<file path="config.mk">
export PLATFORM = sky130hd
export DESIGN_NAME = regex_dot_star_matcher
export DESIGN_NICKNAME = d
export VERILOG_FILES = /design/src/rtl/core/rdsm_pkg.sv /design/src/rtl/core/rdsm_cell.sv /design/src/rtl/core/regex_dot_star_matcher.sv
export SDC_FILE = /design/constraint.sdc
export NUM_CORES = 1
export LEC_CHECK = 0
export ABC_AREA = 1
export ABC_CLOCK_PERIOD_IN_PS = 22400
export BUFFER_PORTS_ARGS = -buffer_cell sky130_fd_sc_hd__buf_2
export CAP_MARGIN = 30
export CELL_PAD_IN_SITES_DETAIL_PLACEMENT = 0
export CELL_PAD_IN_SITES_GLOBAL_PLACEMENT = 1
export CORE_ASPECT_RATIO = 1.25
export CORE_MARGIN = 2
export CORE_UTILIZATION = 45
export CTS_CLUSTER_SIZE = 25
export DETAILED_ROUTE_END_ITERATION = 7
export GPL_TIMING_DRIVEN = 0
export HOLD_SLACK_MARGIN = 0.15
export PLACE_DENSITY_LB_ADDON = 0.1
export SYNTH_ARGS = -nofsm -noshare
export SYNTH_HDL_FRONTEND = slang
export SYNTH_HIERARCHICAL = 1
export SYNTH_SLANG_ARGS = --single-unit
</file>
<file path="constraint.sdc">
create_clock -name clk_i -period 22.4 [get_ports clk_i]
set_input_delay 2.24 -clock clk_i [delete_from_list [all_inputs] [get_ports clk_i]]
set_output_delay 2.24 -clock clk_i [all_outputs]
set_load 0.005 [all_outputs]
</file>
<file path="src/rtl/core/rdsm_pkg.sv">
`timescale 1ns / 1ps
// ----------------------------------------------------------------------------
// rdsm_pkg: shared definitions for the dot-star pattern matcher
// Pattern size, special pattern bytes, register indexes and the control
// bundle that the top level broadcasts to every row cell.
// ----------------------------------------------------------------------------
package rdsm_pkg;

  // Largest pattern in bytes; the column holds one more bit (empty prefix)
  localparam int unsigned MAX_PATTERN = 32;
  localparam int unsigned COL_W       = MAX_PATTERN + 1;
  localparam int unsigned LEN_W       = 6;
  localparam int unsigned NUM_WORDS   = 4;
  localparam int unsigned WORD_W      = 64;
  localparam int unsigned CFG_IDX_W   = 3;

  localparam logic [7:0] CHAR_STAR = 8'h2A;
  localparam logic [7:0] CHAR_DOT  = 8'h2E;

  // Configuration register indexes
  typedef enum logic [CFG_IDX_W-1:0] {
    CFG_WORD_A = 3'd0,
    CFG_WORD_B = 3'd1,
    CFG_WORD_C = 3'd2,
    CFG_WORD_D = 3'd3,
    CFG_LENGTH = 3'd4
  } cfg_idx_e;

  // Per-item control shared by all row cells
  typedef struct packed {
    logic       start;
    logic [7:0] text_byte;
  } cell_ctrl_t;

endpackage

</file>
<file path="src/rtl/core/rdsm_cell.sv">
`timescale 1ns / 1ps
// ----------------------------------------------------------------------------
// rdsm_cell: one pattern row of the match column
// Computes the next match bit of its row from the old column bits of its own
// row and the row above, and from the new bit two rows above in the chain.
// ----------------------------------------------------------------------------
module rdsm_cell import rdsm_pkg::*; (
  input  cell_ctrl_t ctrl_i,
  input  logic [7:0] pat_byte_i,
  input  logic [7:0] prev_byte_i,
  input  logic       has_prev_i,
  input  logic       enable_i,
  input  logic       old_prev_i,
  input  logic       old_self_i,
  input  logic       chain_i,
  output logic       bit_o
);

  logic is_eq;
  logic is_dot;
  logic is_star;
  logic prev_ok;
  logic adv_bit;
  logic start_bit;

  // Classify the pattern byte against the text byte
  assign is_eq   = (pat_byte_i == ctrl_i.text_byte);
  assign is_dot  = (pat_byte_i == CHAR_DOT);
  assign is_star = (pat_byte_i == CHAR_STAR);
  assign prev_ok = (prev_byte_i == CHAR_DOT) || (prev_byte_i == ctrl_i.text_byte);

  // Advance: a literal equal byte wins over star handling
  always_comb begin
    if (is_eq || is_dot) begin
      adv_bit = old_prev_i;
    end else if (is_star && has_prev_i) begin
      adv_bit = chain_i | (prev_ok & old_self_i);
    end else begin
      adv_bit = 1'b0;
    end
  end

  // Empty text: a star may drop itself and the byte before it
  assign start_bit = is_star & has_prev_i & chain_i;

  // Rows beyond the pattern length stay cleared
  assign bit_o = enable_i & (ctrl_i.start ? start_bit : adv_bit);

endmodule

</file>
<file path="src/rtl/core/regex_dot_star_matcher.sv">
`timescale 1ns / 1ps
// Latency: a result item is valid in the cycle after its input item is taken.
// Throughput: one item per cycle unless a result waits on the consumer; the
// row chain is combinational and an output register decouples the results.
// Reset: clears the match column, the pattern words and the pattern length.
// ----------------------------------------------------------------------------
// regex_dot_star_matcher: streaming matcher for patterns with '.' and '*'
// Keeps one match bit per pattern prefix in a row of cells; each text byte
// advances the column, a start item loads the empty-text column.
// ----------------------------------------------------------------------------
module regex_dot_star_matcher import rdsm_pkg::*; (
  input  logic                 clk_i,
  input  logic                 rst_ni,
  // configuration
  input  logic                 cfg_we_i,
  input  logic [CFG_IDX_W-1:0] cfg_index_i,
  input  logic [WORD_W-1:0]    cfg_wdata_i,
  // input items
  input  logic                 in_valid_i,
  output logic                 in_ready_o,
  input  logic                 command_i,
  input  logic [7:0]           text_byte_i,
  // result items
  output logic                 out_valid_o,
  input  logic                 out_ready_i,
  output logic                 full_match_o
);

  logic [NUM_WORDS-1:0][WORD_W-1:0] pat_words_q;
  logic [LEN_W-1:0]                 pat_len_q;
  logic [MAX_PATTERN-1:0][7:0]      pat_bytes;
  logic [LEN_W-1:0]                 len_eff;

  logic [COL_W-1:0] col_q;
  logic [COL_W-1:0] col_d;
  logic             out_valid_q;
  logic             full_match_q;
  logic             match_d;
  logic             in_accept;
  cell_ctrl_t       ctrl;

  // Write configuration registers; unknown indexes are dropped
  always_ff @(posedge clk_i or negedge rst_ni) begin
    if (!rst_ni) begin
      pat_words_q <= '0;
      pat_len_q   <= '0;
    end else if (cfg_we_i) begin
      unique case (cfg_index_i)
        CFG_WORD_A: pat_words_q[0] <= cfg_wdata_i;
        CFG_WORD_B: pat_words_q[1] <= cfg_wdata_i;
        CFG_WORD_C: pat_words_q[2] <= cfg_wdata_i;
        CFG_WORD_D: pat_words_q[3] <= cfg_wdata_i;
        CFG_LENGTH: pat_len_q      <= cfg_wdata_i[LEN_W-1:0];
        default: ;
      endcase
    end
  end

  assign pat_bytes = pat_words_q;

  // Saturate the length at the pattern capacity
  assign len_eff = (pat_len_q > LEN_W'(MAX_PATTERN)) ? LEN_W'(MAX_PATTERN) : pat_len_q;

  // Handshake: take an item whenever the output register is free or draining
  assign in_ready_o = !out_valid_q || out_ready_i;
  assign in_accept  = in_valid_i && in_ready_o;

  assign ctrl.start     = !command_i;
  assign ctrl.text_byte = text_byte_i;

  // Empty prefix matches only the empty text
  assign col_d[0] = ctrl.start;

  // Row cells, one per pattern byte
  for (genvar i = 1; i <= MAX_PATTERN; i++) begin : g_row
    logic [7:0] prev_byte;
    logic       has_prev;
    logic       chain;

    if (i >= 2) begin : g_mid
      assign prev_byte = pat_bytes[i-2];
      assign has_prev  = 1'b1;
      assign chain     = col_d[i-2];
    end else begin : g_first
      assign prev_byte = 8'h00;
      assign has_prev  = 1'b0;
      assign chain     = 1'b0;
    end

    rdsm_cell u_cell (
      .ctrl_i      (ctrl),
      .pat_byte_i  (pat_bytes[i-1]),
      .prev_byte_i (prev_byte),
      .has_prev_i  (has_prev),
      .enable_i    (len_eff >= LEN_W'(i)),
      .old_prev_i  (col_q[i-1]),
      .old_self_i  (col_q[i]),
      .chain_i     (chain),
      .bit_o       (col_d[i])
    );
  end

  // Pick the bit of the whole pattern
  assign match_d = col_d[len_eff];

  // Advance the column on each accepted item
  always_ff @(posedge clk_i or negedge rst_ni) begin
    if (!rst_ni) begin
      col_q <= '0;
    end else if (in_accept) begin
      col_q <= col_d;
    end
  end

  // Hold the result until the consumer takes it
  always_ff @(posedge clk_i or negedge rst_ni) begin
    if (!rst_ni) begin
      out_valid_q <= 1'b0;
    end else if (in_ready_o) begin
      out_valid_q <= in_valid_i;
    end
  end

  always_ff @(posedge clk_i) begin
    if (in_accept) begin
      full_match_q <= match_d;
    end
  end

  assign out_valid_o  = out_valid_q;
  assign full_match_o = full_match_q;

  // Checks
  a_start_loads_empty: assert property (@(posedge clk_i) disable iff (!rst_ni)
    in_accept && !command_i |=> col_q[0])
    else $error("start item did not set the empty-prefix bit");

  a_byte_clears_empty: assert property (@(posedge clk_i) disable iff (!rst_ni)
    in_accept && command_i |=> !col_q[0])
    else $error("text byte left the empty-prefix bit set");

  a_result_follows: assert property (@(posedge clk_i) disable iff (!rst_ni)
    in_accept |=> out_valid_o)
    else $error("accepted item gave no result");

  a_empty_pattern_start: assert property (@(posedge clk_i) disable iff (!rst_ni)
    in_accept && !command_i && (len_eff == '0) |=> full_match_o)
    else $error("empty pattern failed to match empty text");

endmodule

</file>
### After elaboration in Yosys (flattened, before gate mapping)

Cells that the tools add are included.

| operators by class | value |
|---|---|
| $add $sub $neg | 0 |
| mux-type cells | 98 |
| bitwise gates (word level) | 125 |
| $lt $le $gt $ge | 34 |
| shift operators | 0 |
| reduce and logical (&&, ||, !) cells | 42 |
| eq/ne operators | 99 |
| multipliers | 0 |
| divide/modulo/power cells | 0 |

Operators by type and width:

| operator | count |
|---|---|
| == test 8 x 6 -> 1 bit (second input constant) | 63 |
| == test 8 bit | 32 |
| >= comparator 6 x 5 -> 1 bit (second input constant) | 16 |
| 2-to-1 mux 1 bit | 96 |
| bitwise AND 1 bit | 94 |
| >= comparator 6 x 4 -> 1 bit (second input constant) | 8 |
| logical OR 1 bit | 33 |
| bitwise OR 1 bit | 31 |
| >= comparator 6 x 3 -> 1 bit (second input constant) | 4 |
| >= comparator 6 x 2 -> 1 bit (second input constant) | 2 |
| AND reduction 2 bit | 5 |
| < comparator 6 x 7 -> 1 bit (second input constant) | 1 |
| binary-select mux 1 bit (select 6 bit) | 1 |
| == test 3 x 2 -> 1 bit (second input constant) | 2 |
| >= comparator 6 x 1 -> 1 bit (second input constant) | 1 |
| >= comparator 6 bit (second input constant) | 1 |
| greater-than comparator 6 bit (second input constant) | 1 |
| 2-to-1 mux 6 bit | 1 |
| == test 3 x 1 -> 1 bit (second input constant) | 1 |
| == test 3 bit (second input constant) | 1 |
| zero test 3 bit | 1 |
| zero test 1 bit | 2 |
| logical AND 1 bit | 1 |

| storage, ports and cells | value |
|---|---|
| RAM bits | 0 |
| memories | 0 |
| bits in registers | 297 |
| bits of input ports | 81 |
| word-level logic and storage cells | 406 |
| memory bits (read-only) | 0 |
| bits in latches | 0 |
| output and inout port bits | 3 |

### Logic depth before layout (Yosys ltp)

Gate-level depths: netlist (run 1).

| logic depth | value |
|---|---|
| depth in word-level cells | 85 |
| depth in mapped cells | 107 |
| depth with buffers taken out | 107 |

### By module

The synthesis (run 1) kept the hierarchy.

By module, submodules not included:

| module | seq. area each (sq um) | instances | cells an instance | area each (sq um) |
|---|---|---|---|---|
| rdsm_cell | 0.0 | 32 | 72 | 354.1 |
| regex_dot_star_matcher | 7437.1 | 1 | 1193 | 11257.0 |

### Worst setup path after synthesis (run 1)

Ideal clock, no wire load.

| timing | value |
|---|---|
| path type | in2reg |
| start | input command_i |
| end | register full_match_q, in the netlist full_match_o, data pin |
| library setup time | 0.134 ns |
| stages on the path | 99 |
| setup slack | 12.092 ns |
| path buffers | 0 |
| data arrival time | 10.173 ns |
| data required time | 22.266 ns |
| path through | inv_1 > inv_1 > a21oi_2 > inv_1 > nor2_1 > nor2_1 > nand2_1 > nand2_1 > a21oi_2 > inv_1 > nor2_1 > nor2_1 > nand2_1 > nand2_1 > a21oi_2 > inv_1 > nor2_1 > nor2_1 > [... 63 more ...] > inv_1 > nor2_1 > nor2_1 > nand2_1 > nand2_1 > a21oi_2 > inv_1 > nor2_1 > nor2_1 > nand2_1 > nand2_1 > a21oi_2 > nand2_1 > nand4_1 > nand2_1 > nand2_1 > o21ai_1 > nand3_1 |

| between the ends | value |
|---|---|
| elaborated cells on any way between the ends | 191 |
| classes of those cells | 96 x mux; 94 x bitwise; 1 x reduce/logical |

RTL lines:

| item | RTL line | source |
|---|---|---|
| from (decl) | regex_dot_star_matcher.sv:21 | `input logic command_i,` |
| 2-to-1 mux 1 bit * | rdsm_cell.sv:47 | `assign bit_o = enable_i & (ctrl_i.start ? start_bit : adv_bit);` |
| bitwise AND 1 bit * | rdsm_cell.sv:47 |  |
| named net col_d[1] | regex_dot_star_matcher.sv:35 | `logic [COL_W-1:0] col_d;` |
| bitwise OR 1 bit | rdsm_cell.sv:37 | `adv_bit = chain_i \| (prev_ok & old_self_i);` |
| 2-to-1 mux 1 bit | rdsm_cell.sv:36 | `end else if (is_star && has_prev_i) begin` |
| 2-to-1 mux 1 bit | rdsm_cell.sv:34 | `if (is_eq \|\| is_dot) begin` |
| 2-to-1 mux 1 bit * | rdsm_cell.sv:47 |  |
| bitwise AND 1 bit * | rdsm_cell.sv:47 |  |
| named net col_d[3] | regex_dot_star_matcher.sv:35 |  |
| [... 5 more ...] | -- |  |
| named net col_d[5] | regex_dot_star_matcher.sv:35 |  |
| [... 5 more ...] | -- |  |
| named net col_d[7] | regex_dot_star_matcher.sv:35 |  |
| [... 5 more ...] | -- |  |
| named net col_d[9] | regex_dot_star_matcher.sv:35 |  |
| [... 5 more ...] | -- |  |
| named net col_d[11] | regex_dot_star_matcher.sv:35 |  |
| [... 5 more ...] | -- |  |
| named net col_d[13] | regex_dot_star_matcher.sv:35 |  |
| [... 5 more ...] | -- |  |
| named net col_d[15] | regex_dot_star_matcher.sv:35 |  |
| [... 5 more ...] | -- |  |
| named net col_d[17] | regex_dot_star_matcher.sv:35 |  |
| [... 5 more ...] | -- |  |
| named net col_d[19] | regex_dot_star_matcher.sv:35 |  |
| [... 5 more ...] | -- |  |
| named net col_d[21] | regex_dot_star_matcher.sv:35 |  |
| [... 5 more ...] | -- |  |
| named net col_d[23] | regex_dot_star_matcher.sv:35 |  |
| [... 5 more ...] | -- |  |
| named net col_d[25] | regex_dot_star_matcher.sv:35 |  |
| [... 5 more ...] | -- |  |
| named net col_d[27] | regex_dot_star_matcher.sv:35 |  |
| [... 5 more ...] | -- |  |
| named net col_d[29] | regex_dot_star_matcher.sv:35 |  |
| [... 1 more ...] | -- |  |
| 2-to-1 mux 1 bit | rdsm_cell.sv:36 |  |
| 2-to-1 mux 1 bit | rdsm_cell.sv:34 |  |
| 2-to-1 mux 1 bit * | rdsm_cell.sv:47 |  |
| bitwise AND 1 bit * | rdsm_cell.sv:47 |  |
| named net col_d[31] | regex_dot_star_matcher.sv:35 |  |
| binary-select mux 1 bit (select 6 bit) * | regex_dot_star_matcher.sv:104 | `assign match_d = col_d[len_eff];` |
| 2-to-1 mux 1 bit (not written as such) * | regex_dot_star_matcher.sv:104 |  |
| named net match_d | regex_dot_star_matcher.sv:38 | `logic match_d;` |
| to (signal assigned) | regex_dot_star_matcher.sv:126 | `full_match_q <= match_d;` |
| to (decl) | regex_dot_star_matcher.sv:37 | `logic full_match_q;` |

The timed path passes the listed nets; every way through them passes the cells marked *. The select of a mux whose other input is x is not followed.
A chain may end at the register's enable or synchronous reset.

### Final worst setup path (run 1)

| timing | value |
|---|---|
| start | input text_byte_i[1] |
| end | register full_match_q, in the netlist full_match_o, data pin |

| between the ends | value |
|---|---|
| elaborated cells on any way between the ends | 285 |
| classes of those cells | 32 x eq/ne; 97 x mux; 124 x bitwise; 32 x reduce/logical |

RTL lines:

| item | RTL line | source |
|---|---|---|
| from (decl) | regex_dot_star_matcher.sv:22 | `input logic [7:0] text_byte_i,` |
| == test 8 bit * | rdsm_cell.sv:27 | `assign is_eq = (pat_byte_i == ctrl_i.text_byte);` |
| logical OR 1 bit * | rdsm_cell.sv:34 |  |
| 2-to-1 mux 1 bit * | rdsm_cell.sv:34 |  |
| 2-to-1 mux 1 bit * | rdsm_cell.sv:47 |  |
| bitwise AND 1 bit * | rdsm_cell.sv:47 |  |
| named net col_d[1] | regex_dot_star_matcher.sv:35 |  |
| bitwise OR 1 bit | rdsm_cell.sv:37 |  |
| 2-to-1 mux 1 bit | rdsm_cell.sv:36 |  |
| [... 3 more ...] | -- |  |
| named net col_d[3] | regex_dot_star_matcher.sv:35 |  |
| [... 5 more ...] | -- |  |
| named net col_d[5] | regex_dot_star_matcher.sv:35 |  |
| [... 5 more ...] | -- |  |
| named net col_d[7] | regex_dot_star_matcher.sv:35 |  |
| [... 5 more ...] | -- |  |
| named net col_d[9] | regex_dot_star_matcher.sv:35 |  |
| [... 5 more ...] | -- |  |
| named net col_d[11] | regex_dot_star_matcher.sv:35 |  |
| [... 5 more ...] | -- |  |
| named net col_d[13] | regex_dot_star_matcher.sv:35 |  |
| [... 5 more ...] | -- |  |
| named net col_d[15] | regex_dot_star_matcher.sv:35 |  |
| [... 5 more ...] | -- |  |
| named net col_d[17] | regex_dot_star_matcher.sv:35 |  |
| [... 5 more ...] | -- |  |
| named net col_d[19] | regex_dot_star_matcher.sv:35 |  |
| [... 5 more ...] | -- |  |
| named net col_d[21] | regex_dot_star_matcher.sv:35 |  |
| [... 5 more ...] | -- |  |
| named net col_d[23] | regex_dot_star_matcher.sv:35 |  |
| [... 5 more ...] | -- |  |
| named net col_d[25] | regex_dot_star_matcher.sv:35 |  |
| [... 5 more ...] | -- |  |
| named net col_d[27] | regex_dot_star_matcher.sv:35 |  |
| [... 5 more ...] | -- |  |
| named net col_d[29] | regex_dot_star_matcher.sv:35 |  |
| [... 1 more ...] | -- |  |
| 2-to-1 mux 1 bit | rdsm_cell.sv:36 |  |
| 2-to-1 mux 1 bit | rdsm_cell.sv:34 |  |
| 2-to-1 mux 1 bit * | rdsm_cell.sv:47 |  |
| bitwise AND 1 bit * | rdsm_cell.sv:47 |  |
| named net col_d[31] | regex_dot_star_matcher.sv:35 |  |
| binary-select mux 1 bit (select 6 bit) * | regex_dot_star_matcher.sv:104 |  |
| 2-to-1 mux 1 bit (not written as such) * | regex_dot_star_matcher.sv:104 |  |
| named net match_d | regex_dot_star_matcher.sv:38 |  |

Marks and branches as above.

==> out/metrics.cfg, run 1 <==
[drt]
drtPass1Iterations=5
drc=0
num_vias=22600
drtIter0Drc=1771
totalWireLength_um=87200
routed_via_density=5.17
wl_per_cell_um=19.9
drtAntennaViolNets=0

[floorplanning]
core_area_mm2=0.0494
die_h_um=254
rows=91
die_w_um=204
io_pins=84
dieArea_mm2=0.0520
start_util_pct=45.7

[clock_tree]
cts_setup_buffers=0
cts_sinks=297
h-tree-depth=2
cts_tree=done
insertion_delay_ps=570
cts-root-buf=clkbuf_16
numCtsBuffers=37
postCtsHoldBufs=0
cts_resized=0
clockBufferDepth=3
clkTransAtPathRegs_ps=60

[timing]
whs_ps=492
finalClockSkew_ps=20.7
hold_viol_final=0
fmax_ghz=0.0710
slew_headroom_pct=26.0
finalSetupViolations=0
finalMaxSlewViolations=0
period_minus_slack_ps=14080
tightest_slew_ps=1110
rsz0062_at_grt=false
fin_setup_tns_ps=0
period_share_pct=62.9

[layout]
drive_gt1_share_pct=6.88
syn_to_final_growth_pct=14.3
fill_cells=4992
nets=3778
finish.utilization_pct=52.3

[min_path]
hold_end=col_q[0]
hold-path-cell-count=2
min_path_type=reg2reg
hp-start=col_q[0]

[yosys]
synth_area_mm2=0.0226
yosysSeqAreaShare_pct=32.9
synth_seq_cells=297
ys_types=27
yosys_warnings=6
syn_avg_cell_area_um2=6.46
syn_inst=3497

[critical_path]
slowest_delay_ps=590
reg2reg_from=pat_len_q[4]
crit_arrival_ps=14500
r2r_slack_ps=10230
cp-start-kind=input pin
cp.buffers_inverters=17
critPathKind=in2reg
reg2regPathDepth=102
cp_common_cell=nand2_1
crit_required_ps=22820
slowest_stage=buf_4
r2r_end=full_match_o
path_max_fanout=49
crit_family=simple AND/OR/NAND/NOR gates
worstSetupEndpointType=flip-flop

[job]
maxCapViolCount=0

[global_route]
antenna_found_initial=6
grt_pass1_vias=20900
grt_pass1_wl_um=130000
grt.overflow.total=0
grt_max_degree=98
grt.total_usage_pct=33.7

[placed_design]
buffer_ports.inserted=83
gp_congestion=0.931
detailedPlacementHpwl_um=63800

[power]
vdd_drop_max_mv=0.0475
power.density_mw_per_mm2=76.6
cellLeakagePower_nw=12.9

[run_status]
outcome=finished clean

routing by layer:
| layer | global-route usage (%) | part of all wire (%) |
|---|---|---|
| met1 | 44.1 | 42 |
| met3 | 3.95 | 5.5 |
| met2 | 55.1 | 46 |
| met5 | 0 | 0 |
| met4 | 17.5 | 5.7 |
synth_stat cells:
cell type / number / area share, %
buf_2: 12 / 0.27
nor3_2: 33 / 1.5
buf_4: 2 / 0.066
nand3b_1: 2 / 0.066
clkinv_1: 1 / 0.017
nor3_1: 1 / 0.022
a21oi_1: 5 / 0.11
o21ai_1: 2 / 0.044
nor2_2: 4 / 0.11
nor4_1: 32 / 0.89
nand4_1: 74 / 2.0
nand3_1: 11 / 0.24
a21oi_2: 32 / 1.2
inv_1: 497 / 8.3
o21ai_0: 305 / 6.8
xnor2_1: 384 / 15
inv_2: 4 / 0.066
nor3b_1: 32 / 1.1
o21ai_2: 1 / 0.039
dfrtp_1: 296 / 33
edfxtp_1: 1 / 0.13
conb_1: 2 / 0.033
nand2_1: 1411 / 23
clkbuf_1: 53 / 0.88
o31ai_1: 2 / 0.066
nor2_4: 1 / 0.050
nor2_1: 297 / 4.9
registers in the layout, summed over array words and instances (netlist names):
register and cells:
out_valid_o 1, g_row.prev_byte 248, pat_bytes 8, col_q 33
pat_len_q 6, full_match_o 1
worst max-delay path by stage:
stage,start,end,slack [ps],cells past startpoint
3_5_place_dp,text_byte_i[0],full_match_o,7950,108
2_1_floorplan,command_i,full_match_o,12090,99
4_1_cts,text_byte_i[0],full_match_o,8510,108
6_report,text_byte_i[1],full_match_o,8320,108
5_1_grt,text_byte_i[1],full_match_o,7020,108
3_3_place_gp,text_byte_i[0],full_match_o,7000,107
worst reg2reg max path: cells and delay by family (launching register included):
family,cells,cell delay [ps]
flip-flops,1,460
buffers and inverters,16,1670
AND/OR/NAND/NOR,68,5600
AO/OA/AOI/OAI,18,4250
cells in the final DEF, fill, tap and decap left out, types with 5 or more instances in the layout:
cell type  synthesis  final
nor3_2            33     33
clkbuf_1          53     64
dfrtp_1          296    296
a21oi_1            5      5
buf_4              2     10
a21oi_2           32     32
nor3b_1           32     32
buf_2             12     86
o21ai_0          305    305
buf_8              0     21
clkbuf_16          0     37
buf_16             0     11
nand2_1         1411   1411
conb_1             2     49
inv_1            497    497
clkbuf_8           0      5
xnor2_1          384    384
nand3_1           11     11
nand4_1           74     74
nor2_1           297    297
nor4_1            32     32
metrics by stage:
stage	power, mW	worst slack, ps	instances	cell area [um^2]
floorplan	1.17	12090	3544	22800
global placement	1.34	7000	4278	24000
detailed placement	1.37	7950	4308	24600
CTS	1.98	8510	4372	25800
global route	2.10	7020	4373	25800
finish	1.98	8320	4374	25800
power breakdown:
part / switching, mW / internal [mW] / total (mW)
logic: 0.318 / 0.243 / 0.561
registers: 0.171 / 0.633 / 0.804
clock network: 0.256 / 0.358 / 0.613
total: 0.745 / 1.23 / 1.98
cells by family after synthesis:
family,synth area share [%]
and+or+nand+nor,34.3
buffers and inverters,9.56
xor gates and xnor gates,14.9
AOI/OAI and AO/OA,8.26
DFF,32.9
other,0.0332
cell type report:
type                    instances  area [um^2]  share of cell area (%)
clock inverters                11          160                   0.620
repair buffers                114         1050                    4.06
well taps                     651          815                    3.15
plain buffers                  67          274                    1.06
inverters                     502         1880                    7.30
multi-input cells            2678        13200                    51.0
flip-flops and latches        297         7440                    28.8
diodes                          1         2.50                 0.00969
clock buffers                  53         1040                    4.01
Note: power is estimated with default switching activity, not from simulation.
==> run 2: changes to the inputs <==
- ABC_AREA: 1 -> 0
- ABC_CLOCK_PERIOD_IN_PS: 22400 -> 12230
- clock period: 22.4 -> 12.23 ns (I/O delays scaled with it)
==> run 2 against run 1 <==
- the run now ends with negative setup slack left
- total power is 79% higher
- flip-flop and latch count stayed put
- cell area hardly changed
- synthesized cell count is 44% lower
- clock skew is 6.5 ps higher
- final cell count is 35% lower
- sequential power is 89% higher
- worst hold slack worse by 6.9 ps
- combinational power is 75% higher
- sequential share of layout area hardly changed
- area after synthesis is 8.6% lower
- critical path type unchanged
- largest cell class unchanged
==> out/metrics.cfg, run 2 <==
[drt]
drc=0
drtIter0Drc=1201
totalWireLength_um=79000
drtPass1Iterations=5
wl_per_cell_um=27.6
routed_via_density=6.07
num_vias=17400
drtAntennaViolNets=0

[layout]
layout_commonest_cell=dfrtp_1
finalNonFillerCells=2863
final_cell_mix=dfrtp_1 (296), mux2_2 (288), xor2_1 (255), xnor2_1 (254), nand2_1 (178)
syn_to_final_growth_pct=25.2
nets=2344
diodes=0
drive_gt1_share_pct=34.6
largest_register_ffs=248

[yosys]
syn_inst=1965
synthMostInstantiatedCell=dfrtp_1
async_flop_share_pct=99.7
yosysSeqAreaShare_pct=36.0
synth_edf_count=1
yosys_warnings=6
synth_top_cells_by_count=dfrtp_1 (296), mux2_2 (293), xnor2_1 (256), xor2_1 (256), nand2_1 (178)
yosys-top-cells-area=dfrtp_1 (36%), mux2_2 (16%), xnor2_1 (11%), xor2_1 (11%), nand2_1 (3.2%)
synth_area_mm2=0.0206
synth_largest_area_cell=dfrtp_1
ys_types=46
yosys_most_used_dff=dfrtp_1
synth_top_area_share_pct=35.9
synth_seq_cells=297
syn_avg_cell_area_um2=10.5

[clock_tree]
cts_sinks=297
clockBufferDepth=3
clkTransAtPathRegs_ps=60
cts_tree=done
numCtsBuffers=36
h-tree-depth=2
cts-root-buf=clkbuf_16
insertion_delay_ps=570
postCtsHoldBufs=0

[placed_design]
dp_cells=2687
detailedPlacementHpwl_um=49000
buffer_ports.inserted=83
gp_congestion=0.905

[global_route]
antenna_found_initial=0
grt_pass1_wl_um=117000
use_met3_pct=4.76
grt.total_usage_pct=33.2
grt_max_degree=116
use_met1_pct=41.2
grt.overflow.total=0
grt-busiest-layer=met2
grt_pass1_vias=17500
met2_usage_pct=55.8

[critical_path]
cp-start-kind=input pin
crit_family=compound AO/OA/AOI/OAI gates
cp_common_cell=a22oi_2
critPathKind=in2reg
cp_num_cells=85
slowest_stage=a22oi_2
crit_arrival_ps=14290
path_max_fanout=5
crit_required_ps=12630
reg2regPathDepth=87
worstSetupEndpointType=flip-flop
slowest_delay_ps=330
cp.buffers_inverters=16

[timing]
finalClockSkew_ps=27.2
finalMaxSlewViolations=0
tightest_slew_ps=745
hold_viol_final=0
fin_setup_tns_ps=-5760
slew_headroom_pct=50.3
fmax_ghz=0.0720
rsz0062_at_grt=true
finalSetupViolations=5
period_minus_slack_ps=13890
layout_setup_ws_ps=-1660
period_share_pct=114

[floorplanning]
start_util_pct=45.7
rows=87
core_area_mm2=0.0452
die_h_um=243
die_w_um=196
dieArea_mm2=0.0476
io_pins=84

[power]
cellLeakagePower_nw=10.1
vdd_drop_max_mv=0.118
power.density_mw_per_mm2=137

[min_path]
min_path_type=reg2reg
hold-path-cell-count=2

[run_status]
outcome=complete, but fails checks
violations=negative setup slack

[job]
maxCapViolCount=0

==> run 2: cell type report <==
cell class | instances | area (um^2)
Multi-Input combinational cell | 1633 | 13900
Inverter | 41 | 158
Buffer | 41 | 238
Fill cell | 3925 | 19300
Timing Repair Buffer | 213 | 2270
Clock buffer | 58 | 1080
Sequential cell | 297 | 7440
Clock inverter | 2 | 21.3
Tap cell | 578 | 723
==> run 2: report_power, final <==
part           internal [mW]  switching (mW)
registers               1.18           0.348
clock network          0.599           0.432
logic                  0.522           0.462
==> run 2: metal layers <==
metal | share of wire [%] | wire length [um] | vias up
met5 | 0 | 0 | -
met4 | 6.3 | 4980 | 0
met3 | 5.0 | 3940 | 205
met2 | 48 | 38100 | 537
met1 | 41 | 32000 | 8958
li1 | - | - | 7686
==> run 2: logic make-up after synthesis <==
logic type	share of synthesized area, %
AOI/OAI and AO/OA	8.20
xor gates and xnor gates	21.7
buffers and inverters	1.89
DFF	36.0
muxes	16.4
other	0.0364
and+or+nand+nor	15.7
==> run 2: path summary, 6_finish.rpt <==
| kind | slack, ps | start | end |
|---|---|---|---|
| worst max-delay path | -1660 | text_byte_i[6] | full_match_o |
| worst min-delay path | 490 | col_q[0] | col_q[0] |
| worst min register to register | 490 | col_q[0] | col_q[0] |
| worst max register to register | -1470 | pat_len_q[5] | full_match_o |
| min in group asynchronous | 630 | rst_ni | g_row[28].prev_byte[5] |
| max in group asynchronous | 10060 | rst_ni | g_row[25].prev_byte[3] |
==> run 2: tightest hold or removal path, stage by stage (launching register included) <==
cell     delay, ps
dfrtp_1        340
nand2_1         50
o21ai_0         60
==> run 2: stage by stage <==
step                      power, mW  utilization [%]  hold WS [ps]  setup WS [ps]  cell area [um^2]
after floorplan                2.11                -           450           -202             20800
after global placement         2.39             48.6           468          -7630             22000
after detailed placement       2.43             49.4           475          -6380             22300
after CTS                      3.53             55.6           489          -1460             25100
after global routing           3.72             57.2           526          -2400             25800
final                          3.54             57.2           485          -1660             25800
==> run 2: what timing repair did <==
item | 4_1_cts | 5_1_grt
setup endpoints to repair | 12 | 7
gates cloned | 10 | 0
resized for setup | 207 | 74
endpoints found under the hold margin | 0 | 0
buffers inserted | 72 | 36
pin swaps | 54 | 95
==> run 3: changes to the inputs <==
- CORE_MARGIN: 2 -> 1
==> run 3 against run 2 <==
- the flow still finishes with violations (negative setup slack)
- final cell count down 0.66%
- first-iteration DRC count down 17%
- clock skew down 8.8 ps
- worst setup slack better by 23 ps
- worst hold slack better by 10 ps
- die area down 1.8%
- cell area down 1.4%
- combinational power down 2%
- global-route usage down 0.26 points
- sequential power about the same
- total power up 0.58%
- core utilization down 0.79 points
==> out/metrics.cfg, run 3 (synthesized netlist as in run 2, its figures left out) <==
[run_status]
outcome=complete, but fails checks
violations=negative setup slack

[clock_tree]
clkTransAtPathRegs_ps=60
cts_sinks=297
h-tree-depth=2
cts-root-buf=clkbuf_16
numCtsBuffers=37
cts_tree=done
clockBufferDepth=3
postCtsHoldBufs=0
insertion_delay_ps=560

[critical_path]
cp_common_cell=a22oi_2
crit_required_ps=12630
reg2regPathDepth=87
worstSetupEndpointType=flip-flop
slowest_stage=nor4_2
crit_family=compound AO/OA/AOI/OAI gates
crit_arrival_ps=14270
cp-start-kind=input pin
slowest_delay_ps=290
path_max_fanout=4
cp.buffers_inverters=20
r2r_end=full_match_o
critPathKind=in2reg
r2r_slack_ps=-1530
reg2reg_from=pat_len_q[5]

[power]
power.density_mw_per_mm2=140
cellLeakagePower_nw=9.96
vdd_drop_max_mv=0.103

[timing]
finalClockSkew_ps=18.4
finalMaxSlewViolations=0
fmax_ghz=0.0721
whs_ps=495
period_minus_slack_ps=13870
rsz0062_at_grt=true
period_share_pct=113
layout_setup_ws_ps=-1640
tightest_slew_ps=807
hold_viol_final=0
finalSetupViolations=5
slew_headroom_pct=46.2

[global_route]
grt_max_degree=106
grt_pass1_wl_um=114000
antenna_found_initial=1
grt_pass1_vias=17500
grt.overflow.total=0
grt.total_usage_pct=32.9

[drt]
num_vias=17200
routed_via_density=6.05
drtIter0Drc=993
drtPass1Iterations=5
drc=0
wl_per_cell_um=26.8
totalWireLength_um=76300
drtAntennaViolNets=0

[placed_design]
gp_congestion=0.913
detailedPlacementHpwl_um=48800
buffer_ports.inserted=83

[layout]
final_cell_mix=dfrtp_1 (296), mux2_2 (291), xor2_1 (255), xnor2_1 (255), nand2_1 (178)
drive_gt1_share_pct=34.0
layout_commonest_cell=dfrtp_1
fill_cells=3948
finish.utilization_pct=56.4
syn_to_final_growth_pct=23.5
nets=2321
largest_register_ffs=248

[floorplanning]
start_util_pct=45.7
core_area_mm2=0.0452
rows=87
io_pins=84
die_h_um=241
dieArea_mm2=0.0467
die_w_um=194

[min_path]
min_path_type=reg2reg
hp-start=col_q[0]
hold-path-cell-count=2
hold_end=col_q[0]

[job]
maxCapViolCount=0

run 3: tightest hold or removal path, cell delays in order, from the launching register on:
cell and delay (ps):
dfrtp_1 350, nand2_1 50, o21ai_0 60
run 3: metal layers:
layer  global-route usage [%]  up-vias  part of all wire [%]
li1                         -     7654                     -
met1                     40.6     8872                    41
met2                     56.7      505                    48
met3                     3.72      188                   4.7
met4                     17.6        0                   5.9
met5                        0        -                     0
run 3: stage by stage:
step | std cells | setup TNS [ps] | total power, mW | setup WS [ps] | area (um^2)
detailed placement | 2687 | -44540 | 2.43 | -6490 | 22300
floorplan | 2013 | -202 | 2.11 | -202 | 20800
finish | 2844 | -5250 | 3.56 | -1640 | 25500
CTS | 2834 | -4480 | 3.56 | -1520 | 25200
global placement | 2674 | -60620 | 2.39 | -7560 | 22000
global route | 2842 | -9880 | 3.74 | -2480 | 25500
run 3: final cells by class:
class	instances	area (um^2)	share of cell area (%)
clock buffers	58	1100	4.34
plain buffers	41	244	0.957
diodes	2	5.00	0.0196
multi-input cells	1633	13800	54.0
clock inverters	5	50.0	0.196
flip-flops and latches	297	7440	29.2
well taps	578	723	2.84
inverters	41	158	0.619
repair buffers	189	1990	7.83
run 3: worst max-delay path by stage:
| stage | cells past startpoint | to | startpoint | slack, ps |
|---|---|---|---|---|
| floorplan | 67 | full_match_o | command_i | -200 |
| global placement | 69 | full_match_o | text_byte_i[7] | -7560 |
| detailed placement | 70 | full_match_o | text_byte_i[5] | -6490 |
| finish | 87 | full_match_o | text_byte_i[5] | -1640 |
| CTS | 86 | full_match_o | text_byte_i[5] | -1520 |
| global route | 86 | full_match_o | text_byte_i[5] | -2480 |
run 3: report_power, final:
part	leakage, nW	switching [mW]	total (mW)	internal (mW)
clock	0.571	0.439	1.08	0.637
sequential	3.62	0.344	1.52	1.18
combinational	5.76	0.449	0.965	0.515
run 3: what timing repair did:
item,in CTS,in global routing
setup buffers,77,10
pin swaps,49,51
gates cloned,8,0
gates resized for setup,208,40
endpoints found under the hold margin,0,0
setup endpoints to repair,12,8
